==> src/rtl/assert_macros.svh <==
// assert_macros.svh: concurrent assertion helpers for the RGB to HSV pipeline.
// No dependencies; included by the files that carry assertions.
`ifndef ASSERT_MACROS_SVH
`define ASSERT_MACROS_SVH

// same-cycle implication, disabled while in reset
`define ASSERT_IMPLY(label, clk, rst_n, ante, cons) \
    label: assert property (@(posedge clk) disable iff (!rst_n) (ante) |-> (cons)) \
        else $error("assertion failed");

// next-cycle implication, disabled while in reset
`define ASSERT_NEXT(label, clk, rst_n, ante, cons) \
    label: assert property (@(posedge clk) disable iff (!rst_n) (ante) |=> (cons)) \
        else $error("assertion failed");

`endif

==> src/rtl/rhsv_pkg.sv <==
// rhsv_pkg: types, widths and codes shared by the RGB to HSV pipeline.
// No dependencies.
package rhsv_pkg;

    localparam int CH_W       = 8;
    localparam int FRAC_W     = 16;
    localparam int CH_MAX     = (1 << CH_W) - 1;
    localparam int DEN_W      = $clog2(6 * CH_MAX + 1);
    localparam int STEP_BITS  = 4;
    localparam int DIV_STAGES = FRAC_W / STEP_BITS;

    localparam logic [1:0] SEL_RED   = 2'd0;
    localparam logic [1:0] SEL_GREEN = 2'd1;
    localparam logic [1:0] SEL_BLUE  = 2'd2;

    typedef struct packed {
        logic [CH_W-1:0] red;
        logic [CH_W-1:0] green;
        logic [CH_W-1:0] blue;
        logic            frame_end;
    } pixel_t;

    typedef struct packed {
        logic [FRAC_W-1:0] hue;
        logic [FRAC_W-1:0] saturation;
        logic [CH_W-1:0]   value;
        logic              frame_end_out;
    } hsv_t;

    // one beat inside the divider pipeline: two restoring divisions side by side
    typedef struct packed {
        logic              valid;
        logic              frame_end;
        logic [CH_W-1:0]   value;
        logic              sat_zero;
        logic              sat_full;
        logic              hue_zero;
        logic [DEN_W-1:0]  rem_s;
        logic [DEN_W-1:0]  den_s;
        logic [FRAC_W-1:0] q_s;
        logic [DEN_W-1:0]  rem_h;
        logic [DEN_W-1:0]  den_h;
        logic [FRAC_W-1:0] q_h;
    } div_t;

endpackage

==> src/rtl/rgb_to_hsv_hexcone.sv <==
// 6 register stages: 2 front stages (max/min, hue numerator), then
// 4 divider stages retiring 4 quotient bits each for saturation and hue.
// Throughput: one pixel per cycle unless the output stalls.
// A stall at the output freezes the whole pipeline; nothing is dropped.
// Reset (rst_n, async, active low) clears the stage valid bits only.
// Depends on rhsv_pkg, rhsv_div_stage and assert_macros.svh.
`include "assert_macros.svh"

module rgb_to_hsv_hexcone (
    input  logic             clk,
    input  logic             rst_n,
    input  logic             pixel_valid,
    output logic             pixel_ready,
    input  rhsv_pkg::pixel_t pixel,
    output logic             hsv_valid,
    input  logic             hsv_ready,
    output rhsv_pkg::hsv_t   hsv
);

    localparam int CH_W  = rhsv_pkg::CH_W;
    localparam int DEN_W = rhsv_pkg::DEN_W;

    logic en;

    // stage A: max, min, winning channel, signed difference
    logic                   a_valid_reg;
    logic [CH_W-1:0]        a_mx_reg, a_mx_next;
    logic [CH_W-1:0]        a_mn_reg, a_mn_next;
    logic [1:0]             a_sel_reg, a_sel_next;
    logic signed [CH_W:0]   a_diff_reg, a_diff_next;
    logic                   a_fe_reg;

    // stage B: divider setup
    rhsv_pkg::div_t         b_next;
    rhsv_pkg::div_t         b_reg;
    logic                   b_valid_reg;

    rhsv_pkg::div_t         chain [rhsv_pkg::DIV_STAGES+1];
    rhsv_pkg::div_t         last;

    assign en          = hsv_ready || !hsv_valid;
    assign pixel_ready = en;

    always_comb
    begin
        if (pixel.green >= pixel.red)
        begin
            a_mx_next  = pixel.green;
            a_sel_next = rhsv_pkg::SEL_GREEN;
        end
        else
        begin
            a_mx_next  = pixel.red;
            a_sel_next = rhsv_pkg::SEL_RED;
        end
        if (pixel.blue >= a_mx_next)
        begin
            a_mx_next  = pixel.blue;
            a_sel_next = rhsv_pkg::SEL_BLUE;
        end
        a_mn_next = (pixel.green < pixel.red) ? pixel.green : pixel.red;
        if (pixel.blue < a_mn_next)
        begin
            a_mn_next = pixel.blue;
        end
        case (a_sel_next)
            rhsv_pkg::SEL_RED:
                a_diff_next = $signed({1'b0, pixel.green}) - $signed({1'b0, pixel.blue});
            rhsv_pkg::SEL_GREEN:
                a_diff_next = $signed({1'b0, pixel.blue}) - $signed({1'b0, pixel.red});
            default:
                a_diff_next = $signed({1'b0, pixel.red}) - $signed({1'b0, pixel.green});
        endcase
    end

    always_ff @(posedge clk or negedge rst_n)
    begin
        if (!rst_n)
        begin
            a_valid_reg <= 1'b0;
            b_valid_reg <= 1'b0;
        end
        else if (en)
        begin
            a_valid_reg <= pixel_valid;
            b_valid_reg <= a_valid_reg;
        end
    end

    always_ff @(posedge clk)
    begin
        if (en)
        begin
            a_mx_reg   <= a_mx_next;
            a_mn_reg   <= a_mn_next;
            a_sel_reg  <= a_sel_next;
            a_diff_reg <= a_diff_next;
            a_fe_reg   <= pixel.frame_end;
            b_reg      <= b_next;
        end
    end

    // hue numerator: sector offset * d + diff, folded into [0, 6d)
    always_comb
    begin
        logic [CH_W-1:0]      d;
        logic [DEN_W-1:0]     d6;
        logic [DEN_W-1:0]     off;
        logic signed [DEN_W:0] num;
        d   = a_mx_reg - a_mn_reg;
        d6  = {1'b0, d, 2'b00} + {2'b00, d, 1'b0};
        case (a_sel_reg)
            rhsv_pkg::SEL_RED:   off = '0;
            rhsv_pkg::SEL_GREEN: off = {2'b00, d, 1'b0};
            default:             off = {1'b0, d, 2'b00};
        endcase
        num = $signed({1'b0, off})
            + $signed({{(DEN_W - CH_W){a_diff_reg[CH_W]}}, a_diff_reg});
        if (num < 0)
        begin
            num = num + $signed({1'b0, d6});
        end
        b_next           = '0;
        b_next.valid     = a_valid_reg;
        b_next.frame_end = a_fe_reg;
        b_next.value     = a_mx_reg;
        b_next.sat_zero  = (a_mx_reg == '0);
        b_next.sat_full  = (a_mn_reg == '0) && (a_mx_reg != '0);
        b_next.hue_zero  = (d == '0);
        b_next.rem_s     = {{(DEN_W - CH_W){1'b0}}, d};
        b_next.den_s     = {{(DEN_W - CH_W){1'b0}}, a_mx_reg};
        b_next.rem_h     = num[DEN_W-1:0];
        b_next.den_h     = d6;
    end

    always_comb
    begin
        chain[0]       = b_reg;
        chain[0].valid = b_valid_reg;
    end

    for (genvar g = 0; g < rhsv_pkg::DIV_STAGES; g++)
    begin : g_div
        rhsv_div_stage u_stage (
            .clk       (clk),
            .rst_n     (rst_n),
            .en        (en),
            .stage_in  (chain[g]),
            .stage_out (chain[g+1])
        );
    end

    assign last      = chain[rhsv_pkg::DIV_STAGES];
    assign hsv_valid = last.valid;

    always_comb
    begin
        hsv.value         = last.value;
        hsv.frame_end_out = last.frame_end;
        hsv.hue           = last.hue_zero ? '0 : last.q_h;
        if (last.sat_zero)
        begin
            hsv.saturation = '0;
        end
        else if (last.sat_full)
        begin
            hsv.saturation = '1;
        end
        else
        begin
            hsv.saturation = last.q_s;
        end
    end

    `ASSERT_NEXT(a_accept_enters, clk, rst_n, pixel_valid && pixel_ready, a_valid_reg)
    `ASSERT_IMPLY(a_black_zero, clk, rst_n, hsv_valid && hsv.value == '0,
                  hsv.hue == '0 && hsv.saturation == '0)
    `ASSERT_IMPLY(a_grey_hue, clk, rst_n, hsv_valid && hsv.saturation == '0, hsv.hue == '0)
    `ASSERT_NEXT(a_stall_holds_last, clk, rst_n, hsv_valid && !hsv_ready,
                 hsv_valid && $stable(hsv))

endmodule

==> src/rtl/rhsv_div_stage.sv <==
// rhsv_div_stage: one registered stage of the fraction dividers, STEP_BITS
// quotient bits of saturation and hue per stage. Depends on rhsv_pkg.
module rhsv_div_stage (
    input  logic          clk,
    input  logic          rst_n,
    input  logic          en,
    input  rhsv_pkg::div_t stage_in,
    output rhsv_pkg::div_t stage_out
);

    rhsv_pkg::div_t data_next;
    rhsv_pkg::div_t data_reg;
    logic           valid_reg;

    always_comb
    begin
        logic [rhsv_pkg::DEN_W:0] sh_s;
        logic [rhsv_pkg::DEN_W:0] sh_h;
        data_next = stage_in;
        for (int i = 0; i < rhsv_pkg::STEP_BITS; i++)
        begin
            sh_s = {data_next.rem_s, 1'b0};
            sh_h = {data_next.rem_h, 1'b0};
            if (sh_s >= {1'b0, data_next.den_s})
            begin
                sh_s = sh_s - {1'b0, data_next.den_s};
                data_next.q_s = {data_next.q_s[rhsv_pkg::FRAC_W-2:0], 1'b1};
            end
            else
            begin
                data_next.q_s = {data_next.q_s[rhsv_pkg::FRAC_W-2:0], 1'b0};
            end
            if (sh_h >= {1'b0, data_next.den_h})
            begin
                sh_h = sh_h - {1'b0, data_next.den_h};
                data_next.q_h = {data_next.q_h[rhsv_pkg::FRAC_W-2:0], 1'b1};
            end
            else
            begin
                data_next.q_h = {data_next.q_h[rhsv_pkg::FRAC_W-2:0], 1'b0};
            end
            data_next.rem_s = sh_s[rhsv_pkg::DEN_W-1:0];
            data_next.rem_h = sh_h[rhsv_pkg::DEN_W-1:0];
        end
    end

    always_ff @(posedge clk or negedge rst_n)
    begin
        if (!rst_n)
        begin
            valid_reg <= 1'b0;
        end
        else if (en)
        begin
            valid_reg <= stage_in.valid;
        end
    end

    always_ff @(posedge clk)
    begin
        if (en)
        begin
            data_reg <= data_next;
        end
    end

    always_comb
    begin
        stage_out       = data_reg;
        stage_out.valid = valid_reg;
    end

endmodule

==> config.mk <==
export PLATFORM = sky130hd
export DESIGN_NAME = rgb_to_hsv_hexcone
export DESIGN_NICKNAME = d
export VERILOG_FILES = /design/src/rtl/rhsv_pkg.sv /design/src/rtl/rgb_to_hsv_hexcone.sv /design/src/rtl/rhsv_div_stage.sv
export VERILOG_INCLUDE_DIRS = /design/src /design/src/rtl
export SDC_FILE = /design/constraint.sdc
export NUM_CORES = 1
export LEC_CHECK = 0
export BUFFER_PORTS_ARGS = -buffer_cell sky130_fd_sc_hd__clkbuf_2
export CAP_MARGIN = 15
export CORE_MARGIN = 2
export CORE_UTILIZATION = 55
export CTS_BUF_LIST = sky130_fd_sc_hd__clkbuf_16
export DETAILED_ROUTE_END_ITERATION = 7
export HOLD_SLACK_MARGIN = 0.12
export PLACE_DENSITY = 0.75
export SLEW_MARGIN = 15
export SYNTH_ARGS = -nofsm -noshare
export SYNTH_HDL_FRONTEND = slang
export SYNTH_SLANG_ARGS = --single-unit
==> constraint.sdc <==
create_clock -name clk -period 20.2 [get_ports clk]
set_clock_uncertainty 0.1 [all_clocks]
set_input_delay 3.03 -clock clk [delete_from_list [all_inputs] [get_ports clk]]
set_output_delay 3.03 -clock clk [all_outputs]
set_load 0.02 [all_outputs]
---- Yosys cells after proc, flatten, opt, wreduce, memory -nomap -nowiden ----
Index checks and enable logic that the tools add are counted.
cells by class
  $add $sub $neg .......................... 37
  $lt $le $gt $ge ......................... 37
  equal/unequal tests ..................... 2
  muxes and demuxes ....................... 74
  reduce and logical (&&, ||, !) cells .... 9
operator list
  cell                   count
  $mux W11               31
  $ge A12 B11 Y1         16
  $ge A12 B8 Y1          15
  $sub A11 B11 Y11       15
  $sub A11 B8 Y11        14
  $mux W16               3
  $mux W1                33
  $mux W8                4
  $sub A8 B8 Y9          3
  $logic_not A8 Y1       3
  $pmux W10 S2           1
  $pmux W9 S2            1
  $ge A8 B8 Y1           2
  $lt A8 B8 Y1           2
  $add A11 B9 Y12        1
  $lt A12 B1 Y1 const B  1
  $add A10 B9 Y11        1
  $add A11 B11 Y11       1
  $sub A9 B8 Y10         1
  $ge A9 B8 Y1           1
  $reduce_bool A8 Y1     1
  $sub A8 B8 Y8          1
  $eq A2 B1 Y1 const B   2
  $logic_not A2 Y1       2
  4 further kinds        4
storage, ports and cells
  register bits after elaboration ......... 303
  bits of input ports ..................... 29
  word-level logic and storage cells ...... 221

---- Depth between registers and ports, before layout ----
Gate-level depths: netlist of the first run.
  depth in word-level cells ............... 8
  mapped depth ............................ 46
  mapped depth without buffers ............ 43

---- Hierarchy ----
A second synthesis of the first run with hierarchy kept.
unflattened totals
  cell total of the unflattened synthesis .. 3,637
  area, all modules ....................... 36,048.3 µm²
modules (own cells, without submodules)
  module                                 instances  cells each  area each (µm²)  seq. area each (µm²)
  rhsv_div_stage (g_div[0].u_stage ...)  2          746         7,489.7          2,667.6
  rhsv_div_stage (g_div[3].u_stage)      1          762         7,487.2          2,667.6
  rhsv_div_stage (g_div[1].u_stage)      1          776         7,478.4          2,667.6
  rgb_to_hsv_hexcone                     1          607         6,103.4          2,092.0

---- Worst setup path after synthesis of the first run ----
OpenSTA, ideal clock, no wires.
  path kind ............................... input to output
  start ................................... input port hsv_ready
  end ..................................... output port pixel_ready
  data arrival time ....................... 8.908 ns
  data required time ...................... 17.070 ns
  setup slack ............................. 8.162 ns
  stages on the path ...................... 3
  path through ............................ nor2b_1 -> clkbuf_1 -> inv_1
on the way
  cells in the longest elaborated chain, start to end .. 1
ends and longest elaborated chain
  what                line                      text
  from (decl)         rgb_to_hsv_hexcone.sv:16  input logic hsv_ready,
  $logic_or A1 B1 Y1  rgb_to_hsv_hexcone.sv:41  assign en = hsv_ready || !hsv_valid;
  to (decl)           rgb_to_hsv_hexcone.sv:13  output logic pixel_ready,
Every way passes these cells.

==> run_results.csv, run 1 <==
group,metric,value,unit
synth,seq_area_frac_synth,31.79,%
critical_path,critPathCaptureType,"flop",
layout,antenna_cells,0,
critical_path,path_max_fanout,15,
timing,setup_viol,0,
global_route,grt_max_degree,97,
critical_path,ff2ff_setup_slack,8960,ps
critical_path,critical_path.max_stage_delay,790,ps
timing,period_share,55.66,%
clock_network,cts_buffer_depth,3,
critical_path,critPathSlowestCell,"a311oi_2",
timing,fmax,88.94,MHz
synth,synth_nets,3395,
clock_network,clk_pin_slew,60,ps
drt,via_per_inst,5.956,
drt,routedWlPerCell,17.37,um
layout,utilization,59.93,%
outcome,status,"completed",
timing,tightest_slew,1040,ps
timing,setup-tns-final,0,ps
drt,drtAntennaViolNets,0,
clock_network,post-cts-setup-buffer-count,0,
clock_network,hold_buffers,0,
critical_path,critPathRequiredTime,20410,ps
critical_path,critPathKind,"flop to flop",
drt,firstDrtPassIters,7,
timing,worst_slack,8956,ps
timing,slew_headroom,30.15,%
placed_design,place_inst,3700,
drt,drtIter0Drc,1450,
synth,syn-cell-area,0.02777,mm^2
floorplanning,coreArea,0.04997,mm^2
layout,areaGrowthSynthToFinish,7.840,%
drt,routed_wl,65410,um
synth,synth_cell_types,94,
layout,drive_gt1_share,9.764,%
floorplanning,initial_core_util,55.57,%
run,cap_viol_max_count,0,
global_route,first_global_vias,22193,
critical_path,worstReg2RegEnd,"g_div[0].u_stage.stage_out[71]",
synth,async_flop_share,2.034,%
floorplanning,fp.dieArea,0.05230,mm^2
drt,dr_total_vias,22423,
synth,yosysWarnings,0,
critical_path,r2r_start,"b_reg[54]",
layout,final_cells,3765,
critical_path,r2r_cells,32,
clock_network,cts_tree,"built",
timing,min_period,11240,ps
min_path,hp-class,"flop to flop",
drt,drc_errors,0,
critical_path,crit_start,"b_reg[54]",
placed_design,pre_cts_ws,9063,ps
timing,rsz0062_at_grt,"false",
placed_design,place_hpwl,51130,um
synth,synth_ff_type,"edfxtp_1",
global_route,grtUsageTotal,24.76,%
clock_network,htreeDepth,2,
layout,fin_nets,3453,
global_route,antenna_found_initial,0,
timing,maxSlewViolCount,0,
placed_design,port-buffer-count,71,
synth,synth_cells,3008,
floorplanning,pin_count,72,
critical_path,worstSetupEndpoint,"g_div[0].u_stage.stage_out[71]",
floorplanning,die_h,228.7,um
global_route,grt_pass1_wl,108100,um
clock_network,clkSinkCount,295,
floorplanning,fp-row-count,82,
critical_path,cpMostUsedCell,"o21a_1",
clock_network,insertion_delay,560,ps
timing,hold_viol,0,
synth,synth.ff_latch_count,295,
clock_network,cts-root-buf,"clkbuf_16",
critical_path,crit_arrival,11450,ps
synth,synth.avg_cell_area,9.231,um^2
placed_design,gp_congestion,0.9328,
critical_path,cp-start-kind,"flop",
global_route,overflow,0,
clock_network,cts.repair.resized,0,
layout,largest_register_ffs,221,
min_path,worstHoldStart,"g_div[2].u_stage.stage_out[11]",
floorplanning,die_x,228.7,um
synth,synth_edf_count,289,
clock_network,cts_made_buffers,36,
==> cell type report <==
cell class	count	area (um^2)
clock buffers	37	925.9
flip-flops and latches	295	8828
fillers	4280	20020
clock inverters	28	232.7
well taps	672	840.8
multi-input cells	2412	17770
repair buffers	82	437.9
inverters	239	904.6
==> critical path, delay by kind of cell, from the launching register on <==
kind | cells | cell delay [ps]
AOI/OAI and AO/OA | 17 | 5160
and+or+nand+nor | 6 | 1840
adders and majority gates | 4 | 1490
muxes | 4 | 1490
DFF | 1 | 540
buffers and inverters | 1 | 340
==> metal layers <==
metal | global-route usage, % | part of all wire [%]
met5 | 0 | 0
met4 | 6.924 | 2.2
met3 | 2.819 | 4.3
met2 | 42.49 | 48
met1 | 33.05 | 46
==> logic make-up (layout without fill, tap and decap cells) <==
kind of cell | after synthesis | in the layout | share of synthesized area [%]
xor gates and xnor gates | 216 | 216 | 6.813
AOI/OAI and AO/OA | 823 | 823 | 19.26
DFF | 295 | 295 | 31.79
buffers and inverters | 301 | 386 | 4.272
muxes | 156 | 156 | 6.214
adders and majority gates | 358 | 358 | 16.56
and+or+nand+nor | 859 | 859 | 15.09
==> through the flow <==
stage	hold slack (ps)	area (um^2)
final	311.0	29950
after global routing	318.8	29950
after detailed placement	304.5	28780
after global placement	300.3	28780
after floorplan	300.3	27770
after CTS	313.7	29940
==> worst min path at each step <==
stage / end / slack, ps / cells after the start
2_1_floorplan: b_reg[27] / 300 / 0
3_3_place_gp: g_div[3].u_stage.stage_out[7] / 300 / 0
3_5_place_dp: g_div[0].u_stage.stage_out[76] / 300 / 0
4_1_cts: g_div[3].u_stage.stage_out[15] / 310 / 0
5_1_grt: g_div[3].u_stage.stage_out[15] / 320 / 0
6_report: g_div[3].u_stage.stage_out[15] / 310 / 0
==> synthesized netlist by cell type, drive strengths merged (25+ instances only) <==
cell | n | area (um^2)
nand3 | 36 | 185.2
nor2 | 305 | 1147
nand2 | 164 | 615.6
ha | 342 | 4279
mux2 | 113 | 1295
o31ai | 25 | 187.7
a21o | 96 | 720.7
a21oi | 242 | 1215
clkbuf | 38 | 142.6
nor2b | 78 | 488.0
xor2 | 61 | 534.3
o21a | 59 | 442.9
xnor2 | 155 | 1358
inv | 238 | 893.4
nand2b | 58 | 362.9
a21boi | 26 | 195.2
o21ai | 167 | 843.3
mux2i | 43 | 430.4
nor3 | 81 | 421.7
o21bai | 28 | 210.2
edfxtp | 289 | 8678
==> layout by cell type (no fill, tap or decap), types with 13 or more instances in the layout <==
cell type | Yosys | routed
mux2i_1 | 43 | 43
nand2b_1 | 58 | 58
and3_1 | 14 | 14
o211ai_1 | 18 | 18
inv_1 | 233 | 238
nor3_1 | 79 | 79
o21bai_1 | 28 | 28
fa_1 | 16 | 16
a31oi_1 | 22 | 22
nand3_1 | 35 | 35
and4_1 | 13 | 13
clkbuf_2 | 0 | 71
a211oi_1 | 19 | 19
mux2_2 | 106 | 106
xnor2_1 | 155 | 155
a21boi_0 | 23 | 23
xor2_1 | 61 | 61
nand4_1 | 23 | 23
or2_2 | 17 | 17
a21o_1 | 96 | 96
nor2_1 | 304 | 304
clkbuf_16 | 0 | 37
o21ai_0 | 159 | 159
nor2b_1 | 78 | 78
and2_1 | 19 | 19
nand2_1 | 164 | 164
o31ai_1 | 25 | 25
o21a_1 | 59 | 59
a21oi_1 | 241 | 239
edfxtp_1 | 289 | 289
ha_1 | 342 | 342
Power of run 1 is not shown: default switching activity piles up to over one toggle a cycle in this logic, so the estimate is an artifact.
==> run 2, diff against run 1 <==
- clock period: 20.2 -> 11.65 ns (I/O delays scaled with it)
==> run_results.csv, run 2 (synthesis gave the netlist of run 1 again) <==
group,metric,value,unit
global_route,overflow,0,
layout,utilization,59.98,%
drt,drc_errors,0,
clock_network,cts_tree,"built",
drt,drtIter0Drc,1691,
placed_design,port-buffer-count,71,
critical_path,r2r_cells,40,
drt,via_per_inst,5.979,
layout,layout_common_cells,"ha_1 (342), nor2_1 (304), edfxtp_1 (289)",
layout,drive_gt1_share,9.906,%
clock_network,clk_pin_slew,60,ps
outcome,status,"completed",
timing,maxSlewViolCount,0,
placed_design,gp_congestion,0.9317,
layout,largest_register_ffs,221,
layout,multiInputGateArea,0.01777,mm^2
clock_network,cts_made_buffers,36,
critical_path,cp-start-kind,"flop",
critical_path,critPathKind,"flop to flop",
min_path,hp-class,"flop to flop",
clock_network,hold_buffers,0,
layout,fin_nets,3458,
placed_design,place_inst,3705,
layout,final_common_cell,"ha_1",
floorplanning,die_h,228.7,um
timing,slew_headroom,28.61,%
run,cap_viol_max_count,0,
drt,dr_total_vias,22547,
clock_network,cts.repair.resized,0,
clock_network,htreeDepth,2,
floorplanning,pin_count,72,
floorplanning,die_x,228.7,um
clock_network,post-cts-setup-buffer-count,0,
drt,routed_wl,65350,um
timing,hold_viol,0,
drt,firstDrtPassIters,6,
global_route,grtUsageTotal,24.28,%
timing,fin_hold_ws,308.4,ps
min_path,holdPathStages,0,
critical_path,crit_arrival,10730,ps
timing,setup_viol,0,
floorplanning,fp.dieArea,0.05230,mm^2
critical_path,critical_path.max_stage_delay,720,ps
critical_path,path_max_fanout,18,
timing,fmax,94.90,MHz
floorplanning,fp-row-count,82,
clock_network,clkSinkCount,295,
clock_network,insertion_delay,570,ps
timing,rsz0062_at_grt,"false",
critical_path,critPathRequiredTime,11850,ps
placed_design,place_hpwl,50790,um
timing,period_share,90.45,%
global_route,first_global_vias,21722,
global_route,antenna_found_initial,0,
timing,min_period,10540,ps
layout,regArea,0.008828,mm^2
layout,areaGrowthSynthToFinish,7.926,%
layout,fillers,4233,
floorplanning,initial_core_util,55.57,%
clock_network,cts-root-buf,"clkbuf_16",
critical_path,critPathSlowestCell,"o31ai_1",
clock_network,cts_buffer_depth,3,
timing,setup-tns-final,0,ps
timing,tightest_slew,1063,ps
drt,routedWlPerCell,17.33,um
global_route,grt_pass1_wl,105700,um
layout,final_cells,3771,
drt,drtAntennaViolNets,0,
layout,antenna_cells,0,
global_route,grt_max_degree,97,
critical_path,critPathCaptureType,"flop",
floorplanning,coreArea,0.04997,mm^2
## run 2: cell types whose count changed in the layout (fill, tap and decap cells not counted), sizes merged
cell and delta:
clkinv +4, clkinvlp +2, clkbuf -1, bufinv -1, buf +5, inv -3
## run 2: layer usage
layer	up-vias	routed length (um)	share of wire, %	GRT usage (%)
met3	155	2649	4.1	2.545
met5	-	0	0	0
li1	11160	-	-	-
met2	589	30480	47	40.81
met1	10643	30090	46	32.64
met4	0	2137	3.3	8.456
## run 2: critical path: cells and delay by family (launching register included)
family                   cells  cell delay, ps
flip-flops                   1             410
AO/OA/AOI/OAI               20            4560
buffers and inverters        5            1090
multiplexers                 3            1150
AND/OR/NAND/NOR              8            1650
adder cells (fa/ha/maj)      4            1340
## run 2: per-stage QoR
stage / cell area (um^2) / worst slack (ps)
2_1_floorplan: 27770 / 2177
4_1_cts: 29970 / 1295
5_1_grt: 29970 / 322.4
6_report: 29970 / 1112
3_3_place_gp: 28820 / 1721
3_5_place_dp: 28820 / 1353
## run 2: final timing paths
check,startpoint,end,slack (ps)
max,b_reg[18],g_div[0].u_stage.stage_out[33],1110
min,g_div[1].u_stage.stage_out[41],g_div[2].u_stage.stage_out[45],310
max reg2reg,b_reg[18],g_div[0].u_stage.stage_out[33],1110
min reg2reg,g_div[1].u_stage.stage_out[41],g_div[2].u_stage.stage_out[45],310
max in group asynchronous,rst_n,g_div[1].u_stage.valid_reg,10400
min in group asynchronous,rst_n,g_div[0].u_stage.valid_reg,910
## run 2: area by class of cell
type / instances / area share, %
inverters: 239 / 3.019
clock inverters: 30 / 0.8350
well taps: 672 / 2.806
repair buffers: 87 / 1.587
clock buffers: 36 / 3.006
multi-input cells: 2412 / 59.29
flip-flops and latches: 295 / 29.46
Power of run 2 is left out for the same reason.
==> run 3, diff against run 2 <==
- RECOVER_POWER: default -> 50
==> run_results.csv, run 3 (synthesis gave the netlist of run 1 again) <==
group,metric,value,unit
drt,firstDrtPassIters,5,
run,cap_viol_max_count,2,
timing,setup_viol,0,
layout,regArea,0.008828,mm^2
placed_design,place_hpwl,50790,um
critical_path,cp-start-kind,"flop",
global_route,first_global_vias,21722,
placed_design,port-buffer-count,71,
clock_network,hold_buffers,0,
floorplanning,die_x,228.7,um
clock_network,cts_made_buffers,36,
layout,multiInputGateArea,0.01775,mm^2
clock_network,clk_pin_slew,60,ps
layout,antenna_cells,0,
layout,areaGrowthSynthToFinish,7.728,%
min_path,hp-class,"flop to flop",
global_route,grt_pass1_wl,105700,um
drt,routedWlPerCell,17.35,um
min_path,min_to,"g_div[2].u_stage.stage_out[45]",
outcome,violations,"max-capacitance violations, max-slew violations",
min_path,worstHoldStart,"g_div[1].u_stage.stage_out[41]",
layout,fillers,4253,
floorplanning,pin_count,72,
critical_path,ff2ff_setup_slack,1010,ps
timing,hold_viol,0,
critical_path,path_max_fanout,12,
clock_network,cts_tree,"built",
critical_path,critPathRequiredTime,11860,ps
drt,drc_errors,0,
timing,maxSlewViolCount,171,
timing,rsz0062_at_grt,"false",
critical_path,r2r_cells,33,
floorplanning,fp-row-count,82,
drt,dr_total_vias,22582,
critical_path,critPathSlowestCell,"o31ai_1",
critical_path,cpMostUsedCell,"o21a_1",
drt,via_per_inst,5.988,
layout,drive_gt1_share,9.261,%
timing,setup-tns-final,0,ps
floorplanning,coreArea,0.04997,mm^2
outcome,status,"finished with violations",
critical_path,r2r_start,"b_reg[54]",
clock_network,htreeDepth,2,
layout,final_common_cell,"ha_1",
global_route,grtUsageTotal,24.28,%
drt,drtAntennaViolNets,0,
critical_path,critPathKind,"flop to flop",
clock_network,insertion_delay,570,ps
min_path,holdPathStages,0,
critical_path,worstReg2RegEnd,"g_div[0].u_stage.stage_out[67]",
drt,routed_wl,65410,um
clock_network,cts-root-buf,"clkbuf_16",
drt,drtIter0Drc,1616,
clock_network,cts.repair.resized,0,
critical_path,crit_arrival,10850,ps
floorplanning,initial_core_util,55.57,%
global_route,overflow,0,
global_route,antenna_found_initial,0,
timing,fmax,94.01,MHz
global_route,grt_max_degree,97,
placed_design,gp_congestion,0.9317,
timing,slew_headroom,-174.7,%
clock_network,cts_buffer_depth,3,
critical_path,critical_path.max_stage_delay,720,ps
clock_network,clkSinkCount,295,
clock_network,post-cts-setup-buffer-count,0,
layout,largest_register_ffs,221,
timing,tightest_slew,4120,ps
critical_path,critPathCaptureType,"flop",
floorplanning,fp.dieArea,0.05230,mm^2
timing,min_period,10640,ps
floorplanning,die_h,228.7,um
layout,fin_nets,3458,
layout,layout_common_cells,"ha_1 (342), nor2_1 (304), edfxtp_1 (289)",
timing,period_share,91.31,%
-- run 3: area by class of cell --
cell class	count	share of cell area [%]
multi-input combinational	2412	59.34
sequential	295	29.51
clock buffer	36	3.012
inverter	239	3.003
tap	672	2.811
timing repair buffer	87	1.481
clock inverter	30	0.8365
-- run 3: worst max path at each step --
| stage | cells past startpoint | startpoint | slack (ps) | to |
|---|---|---|---|---|
| after global routing | 33 | b_reg[54] | 190 | g_div[0].u_stage.stage_out[67] |
| after global placement | 34 | b_reg[54] | 1720 | g_div[0].u_stage.stage_out[68] |
| after detailed placement | 41 | b_reg[18] | 1350 | g_div[0].u_stage.stage_out[33] |
| final | 33 | b_reg[54] | 1010 | g_div[0].u_stage.stage_out[67] |
| after CTS | 40 | b_reg[18] | 1290 | g_div[0].u_stage.stage_out[33] |
| after floorplan | 3 | hsv_ready | 2180 | pixel_ready |
-- run 3: routing by layer --
layer / global-route usage (%) / share of wire (%) / up-vias
met1: 32.64 / 46 / 10683
met2: 40.81 / 47 / 594
met3: 2.545 / 4.3 / 149
li1: - / - / 11156
met4: 8.456 / 3.2 / 0
met5: 0 / 0 / -
-- run 3: stage by stage --
stage	area (um^2)	hold slack, ps	util [%]	instances	setup WS [ps]
floorplan	27770	300.3	-	3008	2177
CTS	29970	316.9	59.98	3771	1295
global placement	28820	300.4	57.68	3705	1721
global route	29910	324.3	59.87	3771	190.4
finish	29910	307.6	59.87	3771	1012
detailed placement	28820	304.5	57.68	3705	1353
-- run 3: worst max-delay path: cells and delay by family (launching register included) --
kind / cells / cell delay (ps)
flip-flops: 1 / 530
AND/OR/NAND/NOR: 6 / 1430
adder cells (fa/ha/maj): 4 / 1480
AO/OA/AOI/OAI: 17 / 4620
buffers and inverters: 2 / 810
multiplexers: 4 / 1390
Power of run 3 is left out for the same reason.
